===== src/hw/rtl/wrad_pkg.sv =====
// Shared constants and types for the window rate anomaly detector.
package wrad_pkg;

	localparam int WINDOW_DEF     = 20;
	localparam int COUNT_BITS_DEF = 16;
	localparam int IN_W           = 16;
	localparam int FIELD_W        = 5;
	localparam logic [FIELD_W-1:0] LIMIT_RESET = 5'd10;

	typedef struct packed {
		logic               closed;
		logic [FIELD_W-1:0] above;
		logic [FIELD_W-1:0] fill;
	} result_t;

endpackage


===== src/hw/rtl/wrad_ram.sv =====
// Generic single write port, single read port RAM with registered read data.
module wrad_ram #(
	parameter int WIDTH = 16,
	parameter int DEPTH = 20
) (
	input  logic                     clk,
	input  logic                     we,
	input  logic [$clog2(DEPTH)-1:0] waddr,
	input  logic [WIDTH-1:0]         wdata,
	input  logic [$clog2(DEPTH)-1:0] raddr,
	output logic [WIDTH-1:0]         rdata
);

	logic [WIDTH-1:0] mem_q [DEPTH];

	always_ff @(posedge clk) begin
		if (we) begin
			mem_q[waddr] <= wdata;
		end
		rdata <= mem_q[raddr];
	end

endmodule


===== src/hw/rtl/wrad_core.sv =====
// Window update and above-mean scan, run by a small sequencer over the window RAM.
module wrad_core #(
	parameter int WINDOW     = wrad_pkg::WINDOW_DEF,
	parameter int COUNT_BITS = wrad_pkg::COUNT_BITS_DEF
) (
	input  logic                                clk,
	input  logic                                arst_n,
	input  logic                                start,
	input  logic [wrad_pkg::IN_W-1:0]           sample,
	input  logic [wrad_pkg::FIELD_W-1:0]        limit,
	output logic                                idle,
	output logic                                res_valid,
	input  logic                                res_ready,
	output wrad_pkg::result_t                   res
);
	import wrad_pkg::*;

	localparam int IDX_W  = $clog2(WINDOW);
	localparam int FILL_W = $clog2(WINDOW + 1);
	localparam int SUM_W  = COUNT_BITS + FILL_W;
	localparam int CMP_W  = (FILL_W > FIELD_W) ? FILL_W : FIELD_W;

	localparam logic [2:0] S_IDLE = 3'd0;
	localparam logic [2:0] S_OLD  = 3'd1;
	localparam logic [2:0] S_WR   = 3'd2;
	localparam logic [2:0] S_SCAN = 3'd3;
	localparam logic [2:0] S_DONE = 3'd4;

	logic [2:0]            state_q;
	logic [COUNT_BITS-1:0] sample_q;
	logic [SUM_W-1:0]      sum_q;
	logic [FILL_W-1:0]     fill_q;
	logic [IDX_W-1:0]      slot_q;
	logic [FILL_W-1:0]     idx_q;
	logic [FILL_W-1:0]     cnt_q;
	logic                  rd_pend_q;
	logic                  closed_q;

	logic                  ram_we;
	logic [IDX_W-1:0]      ram_raddr;
	logic [COUNT_BITS-1:0] ram_rdata;
	logic [SUM_W-1:0]      prod;
	logic                  above_now;
	logic                  closing;
	logic                  full;

	assign full      = (fill_q == FILL_W'(WINDOW));
	assign ram_we    = (state_q == S_WR);
	// In idle the oldest slot is read so that a full window can drop it next.
	assign ram_raddr = (state_q == S_IDLE) ? slot_q : idx_q[IDX_W-1:0];

	wrad_ram #(
		.WIDTH(COUNT_BITS),
		.DEPTH(WINDOW)
	) u_ram (
		.clk  (clk),
		.we   (ram_we),
		.waddr(slot_q),
		.wdata(sample_q),
		.raddr(ram_raddr),
		.rdata(ram_rdata)
	);

	// Exact mean test: entry * fill > sum.
	assign prod      = {{FILL_W{1'b0}}, ram_rdata} * {{COUNT_BITS{1'b0}}, fill_q};
	assign above_now = rd_pend_q && (prod > sum_q);
	assign closing   = (CMP_W'(cnt_q) > CMP_W'(limit));

	assign idle       = (state_q == S_IDLE);
	assign res_valid  = (state_q == S_DONE);
	assign res.closed = closed_q | closing;
	assign res.above  = FIELD_W'(cnt_q);
	assign res.fill   = FIELD_W'(fill_q);

	always_ff @(posedge clk or negedge arst_n) begin
		if (!arst_n) begin
			state_q   <= S_IDLE;
			sum_q     <= '0;
			fill_q    <= '0;
			slot_q    <= '0;
			idx_q     <= '0;
			cnt_q     <= '0;
			rd_pend_q <= 1'b0;
			closed_q  <= 1'b0;
		end else begin
			case (state_q)
				S_IDLE: begin
					if (start) begin
						cnt_q     <= '0;
						idx_q     <= '0;
						rd_pend_q <= 1'b0;
						if (closed_q) begin
							state_q <= S_DONE;
						end else if (full) begin
							state_q <= S_OLD;
						end else begin
							state_q <= S_WR;
						end
					end
				end
				S_OLD: begin
					sum_q   <= sum_q - SUM_W'(ram_rdata);
					state_q <= S_WR;
				end
				S_WR: begin
					sum_q <= sum_q + SUM_W'(sample_q);
					if (!full) begin
						fill_q <= fill_q + 1'b1;
					end
					slot_q  <= (slot_q == IDX_W'(WINDOW - 1)) ? '0 : slot_q + 1'b1;
					state_q <= S_SCAN;
				end
				S_SCAN: begin
					rd_pend_q <= (idx_q < fill_q);
					if (idx_q < fill_q) begin
						idx_q <= idx_q + 1'b1;
					end
					if (above_now) begin
						cnt_q <= cnt_q + 1'b1;
					end
					if (idx_q == fill_q && !rd_pend_q) begin
						state_q <= S_DONE;
					end
				end
				S_DONE: begin
					if (res_ready) begin
						closed_q <= closed_q | closing;
						state_q  <= S_IDLE;
					end
				end
				default: begin
					state_q <= S_IDLE;
				end
			endcase
		end
	end

	always_ff @(posedge clk) begin
		if (state_q == S_IDLE && start) begin
			sample_q <= COUNT_BITS'(sample);
		end
	end

endmodule


===== src/hw/rtl/window_rate_anomaly_detector_top.sv =====
// An accepted item steps through the core states old (only once the window is full), write,
// scan and done, then its result is registered in the output register; once closed, it goes
// straight to done. One item at a time: the scan reads one window entry per cycle from the
// single read port of the window RAM, and no new item is accepted until the core is idle again.
// Reset clears the window fill, sum, write slot and closure latch and sets the limit to 10.
// The window RAM needs no clearing pass: only written entries ever affect a result.
module window_rate_anomaly_detector_top #(
	parameter int WINDOW     = wrad_pkg::WINDOW_DEF,
	parameter int COUNT_BITS = wrad_pkg::COUNT_BITS_DEF
) (
	input  logic                         clk,
	input  logic                         arst_n,
	input  logic                         in_valid,
	output logic                         in_ready,
	input  logic [wrad_pkg::IN_W-1:0]    packet_count,
	output logic                         out_valid,
	input  logic                         out_ready,
	output logic                         conn_closed,
	output logic [wrad_pkg::FIELD_W-1:0] above_mean_count,
	output logic [wrad_pkg::FIELD_W-1:0] window_fill,
	input  logic                         cfg_valid,
	output logic                         cfg_ready,
	input  logic [wrad_pkg::FIELD_W-1:0] cfg_data
);
	import wrad_pkg::*;

	logic [FIELD_W-1:0] above_limit_q;
	logic               core_idle;
	logic               res_valid;
	logic               res_ready;
	result_t            res;
	logic               out_valid_q;
	result_t            out_q;

	assign cfg_ready = 1'b1;
	assign in_ready  = core_idle;
	// The output register frees up in the same cycle its result is taken.
	assign res_ready = !out_valid_q || out_ready;

	always_ff @(posedge clk or negedge arst_n) begin
		if (!arst_n) begin
			above_limit_q <= LIMIT_RESET;
		end else if (cfg_valid && cfg_ready) begin
			above_limit_q <= cfg_data;
		end
	end

	wrad_core #(
		.WINDOW    (WINDOW),
		.COUNT_BITS(COUNT_BITS)
	) u_core (
		.clk      (clk),
		.arst_n   (arst_n),
		.start    (in_valid && in_ready),
		.sample   (packet_count),
		.limit    (above_limit_q),
		.idle     (core_idle),
		.res_valid(res_valid),
		.res_ready(res_ready),
		.res      (res)
	);

	always_ff @(posedge clk or negedge arst_n) begin
		if (!arst_n) begin
			out_valid_q <= 1'b0;
		end else if (res_valid && res_ready) begin
			out_valid_q <= 1'b1;
		end else if (out_ready) begin
			out_valid_q <= 1'b0;
		end
	end

	always_ff @(posedge clk) begin
		if (res_valid && res_ready) begin
			out_q <= res;
		end
	end

	assign out_valid        = out_valid_q;
	assign conn_closed      = out_q.closed;
	assign above_mean_count = out_q.above;
	assign window_fill      = out_q.fill;

endmodule

===== config.mk =====
export PLATFORM = sky130hd
export DESIGN_NAME = window_rate_anomaly_detector_top
export DESIGN_NICKNAME = d
export VERILOG_FILES = /design/src/hw/rtl/wrad_pkg.sv /design/src/hw/rtl/wrad_ram.sv /design/src/hw/rtl/wrad_core.sv /design/src/hw/rtl/window_rate_anomaly_detector_top.sv
export SDC_FILE = /design/constraint.sdc
export NUM_CORES = 1
export LEC_CHECK = 0
export BUFFER_PORTS_ARGS = -buffer_cell sky130_fd_sc_hd__buf_2
export CAP_MARGIN = 20
export CORE_ASPECT_RATIO = 1.5
export CORE_MARGIN = 1.5
export CORE_UTILIZATION = 50
export CTS_CLUSTER_SIZE = 40
export DETAILED_ROUTE_END_ITERATION = 6
export HOLD_SLACK_MARGIN = 0.1
export MAX_ROUTING_LAYER = met4
export PLACE_DENSITY = 0.77
export SLEW_MARGIN = 10
export SYNTH_ARGS = -nofsm -noshare
export SYNTH_HDL_FRONTEND = slang
export SYNTH_SLANG_ARGS = --single-unit

===== constraint.sdc =====
create_clock -name clk -period 7.1 [get_ports clk]
set_clock_uncertainty 0.1 [all_clocks]
set_input_delay 2.13 -clock clk [delete_from_list [all_inputs] [get_ports clk]]
set_output_delay 2.13 -clock clk [all_outputs]
set_load 0.005 [all_outputs]

==> results.yml <==
floorplan:
  die_w_um: 168.4
  rows: 90
  die-area_um2: 42310
  die-height_um: 251.2
  num_io_pins: 40
  core_um2: 40310
  initial_utilization: 0.5092
min_path:
  hold_path_class: "register to register"
  holdPathStages: 2
logic_synthesis:
  yosys.area.top_type: "edfxtp_1"
  ys_warn_count: 0
  synthCells: 1614
  synthTopCellsByCount: "347 x edfxtp_1, 235 x nand2_1, 116 x inv_1, 89 x ha_1, 64 x a21oi_1"
  synth.area.top_cells: "edfxtp_1 51%, dfrtp_1 6.1%, ha_1 5.4%"
  syn-num-nets: 1772
  ys_seq_area_frac: 0.5867
  synth_flop_cell: "edfxtp_1"
  synth_area_um2: 20530
  synth_most_common_cell: "edfxtp_1"
  ys_ff_latch: 415
  synth-edff-count: 347
  async_flop_share: 0.1253
  ys_types: 65
  syn_avg_cell_area_um2: 12.72
  yosys.area.top_type_share: 0.5076
power:
  leakagePower_nw: 8.684
  total_power_w: 0.004851
  powerDensity_nw_per_um2: 214.6
  peakVddDrop_uv: 226.2
clock_tree:
  insertion_delay_ps: 540
  cts_resized: 0
  postCtsSetupRepairBufs: 0
  clk_pin_slew_worst_paths_ps: 60
  cts_made_buffers: 38
  root_buffer: "clkbuf_16"
  cts_tree: "yes"
  hold_buffers: 0
  cts_max_level: 2
  clockBufferDepth: 3
  clock_sinks: 415
timing:
  min_period_ps: 6619
  slew_headroom: 0.3899
  fin_crit_sh: 0.9323
  max_freq_mhz: 151.1
  tightest_slew_ps: 914.2
  rsz0062_at_grt: "false"
  drv_slew: 0
  hold_viol: 0
  setup_viol: 0
  finalSetupTns_ps: 0
setup_path:
  cpMaxStageDelayCell: "dfrtp_1"
  path_max_fanout: 19
  cp_num_cells: 21
  path_buf_inv: 2
  worstRegToRegCells: 21
  cp-start-kind: "register"
  endpoint_kind: "register"
  critPathMaxStageDelay_ps: 710
  crit_chain: "and2_1, fa_1, fa_1, inv_1, fa_1, inv_1, ha_1, o21a_1, o31a_1, o41a_1, a311oi_1, o31ai_1, a21oi_1, xor2_1, ha_1, nand3_1, nor4_1, o21ai_0, a21oi_1, a21oi_1, a211o_1"
  crit_arrival_ps: 6950
  crit_family: "compound AO/OA/AOI/OAI gates"
  worst_ep_required_time_ps: 7430
  path_class: "register to register"
finish:
  n_fill_cell: 3146
  finalNonFillerCells: 2192
  finish.instance_area_um2: 22610
  drive_above_1_share: 0.1222
  fin_nets: 1814
  utilization: 0.5607
  antenna_cells: 0
  syn2layout_area_growth_pct: 10.12
global_routing:
  first_global_vias: 13469
  gr-total-overflow: 0
  grtUsageTotal: 0.2242
  grt_antenna_before_repair: 0
  grt_max_degree: 81
  grt_pass1_wl_mm: 71.76
detailed_routing:
  drc_errors: 0
  vias_per_cell: 5.888
  wl_per_cell_um: 20.43
  ant_nets: 0
  drtPass1Iterations: 5
  num_vias: 12906
  drtIter0Drc: 724
  routed_wirelength_mm: 44.78
placement:
  dp_cells: 2122
  routabilityCongestion: 0.8838
  postPlaceCellArea_um2: 21330
  place_hpwl_mm: 29.68
  io_buffers: 38
run_status:
  status: "finished clean"
run:
  drv_cap: 0
routing by layer:
| layer | part of all wire | GRT usage | routed length, µm |
|---|---|---|---|
| met2 | 0.54 | 0.4038 | 24160 |
| met1 | 0.37 | 0.2445 | 16510 |
| met5 | 0 | - | 0 |
| met4 | 0.041 | 0.1094 | 1857 |
| met3 | 0.050 | 0.02692 | 2255 |
logic make-up after synthesis:
| logic type | after synthesis | synth area share |
|---|---|---|
| simple gates | 493 | 0.1114 |
| buf+inv | 188 | 0.03797 |
| other cells | 1 | 0.0001827 |
| xor+xnor | 51 | 0.02176 |
| compound gates | 270 | 0.08417 |
| mux | 64 | 0.06162 |
| fa+ha+maj | 132 | 0.09618 |
| flops | 415 | 0.5867 |
worst min-delay path: stages, from the launching register on:
cell and delay, ps:
dfstp_2 360, inv_1 60, o21ai_0 80
layout by cell type (no fill, tap or decap), types with 43 or more instances in the layout:
cell / instances
a21oi_1: 64
ha_1: 89
edfxtp_1: 347
nand2_1: 235
mux4_2: 48
and2_1: 50
nor2_1: 61
dfrtp_1: 50
inv_1: 116
o21ai_0: 57
nand3_1: 51
fa_1: 43
report_power, final:
part | leakage, nW | internal (W) | switching, W | total (W)
clock network | 0.625 | 0.00121 | 0.000892 | 0.00210
registers | 3.92 | 0.00262 | 0.0000107 | 0.00263
logic | 4.14 | 0.0000509 | 0.0000717 | 0.000123
stage by stage:
stage | setup slack [ps] | hold slack [ps]
floorplan | 977.2 | 323.1
global placement | 661.1 | 396.4
detailed placement | 444.4 | 396.5
CTS | 422.7 | 408.1
global route | 12.32 | 428.6
finish | 480.8 | 409.3
state kept, by name, indices dropped and copies added (netlist names), 16 cells and up:
signal,cells
u_core.u_ram.rdata,16
u_core.sum_q,21
u_core.u_ram.mem_q,320
u_core.sample_q,16
final timing paths:
check                            startpoint               end  slack, ps
max reg2reg                u_core.fill_q[2]   u_core.cnt_q[4]        480
min in group asynchronous            arst_n  u_core.slot_q[4]       1630
max in group asynchronous            arst_n  u_core.sum_q[13]       4770
max                        u_core.fill_q[2]   u_core.cnt_q[4]        480
min reg2reg                above_limit_q[1]  above_limit_q[1]        410
min                        above_limit_q[1]  above_limit_q[1]        410
cell type report:
cell class	count	area, µm²	area share
Clock inverter	22	259.0	0.01146
Tap cell	506	633.1	0.02801
Timing Repair Buffer	74	473.0	0.02092
Inverter	116	435.4	0.01926
Multi-Input combinational cell	1011	7741	0.3424
Sequential cell	415	12040	0.5328
Clock buffer	48	1020	0.04511
(Power assumes the default switching activity.)
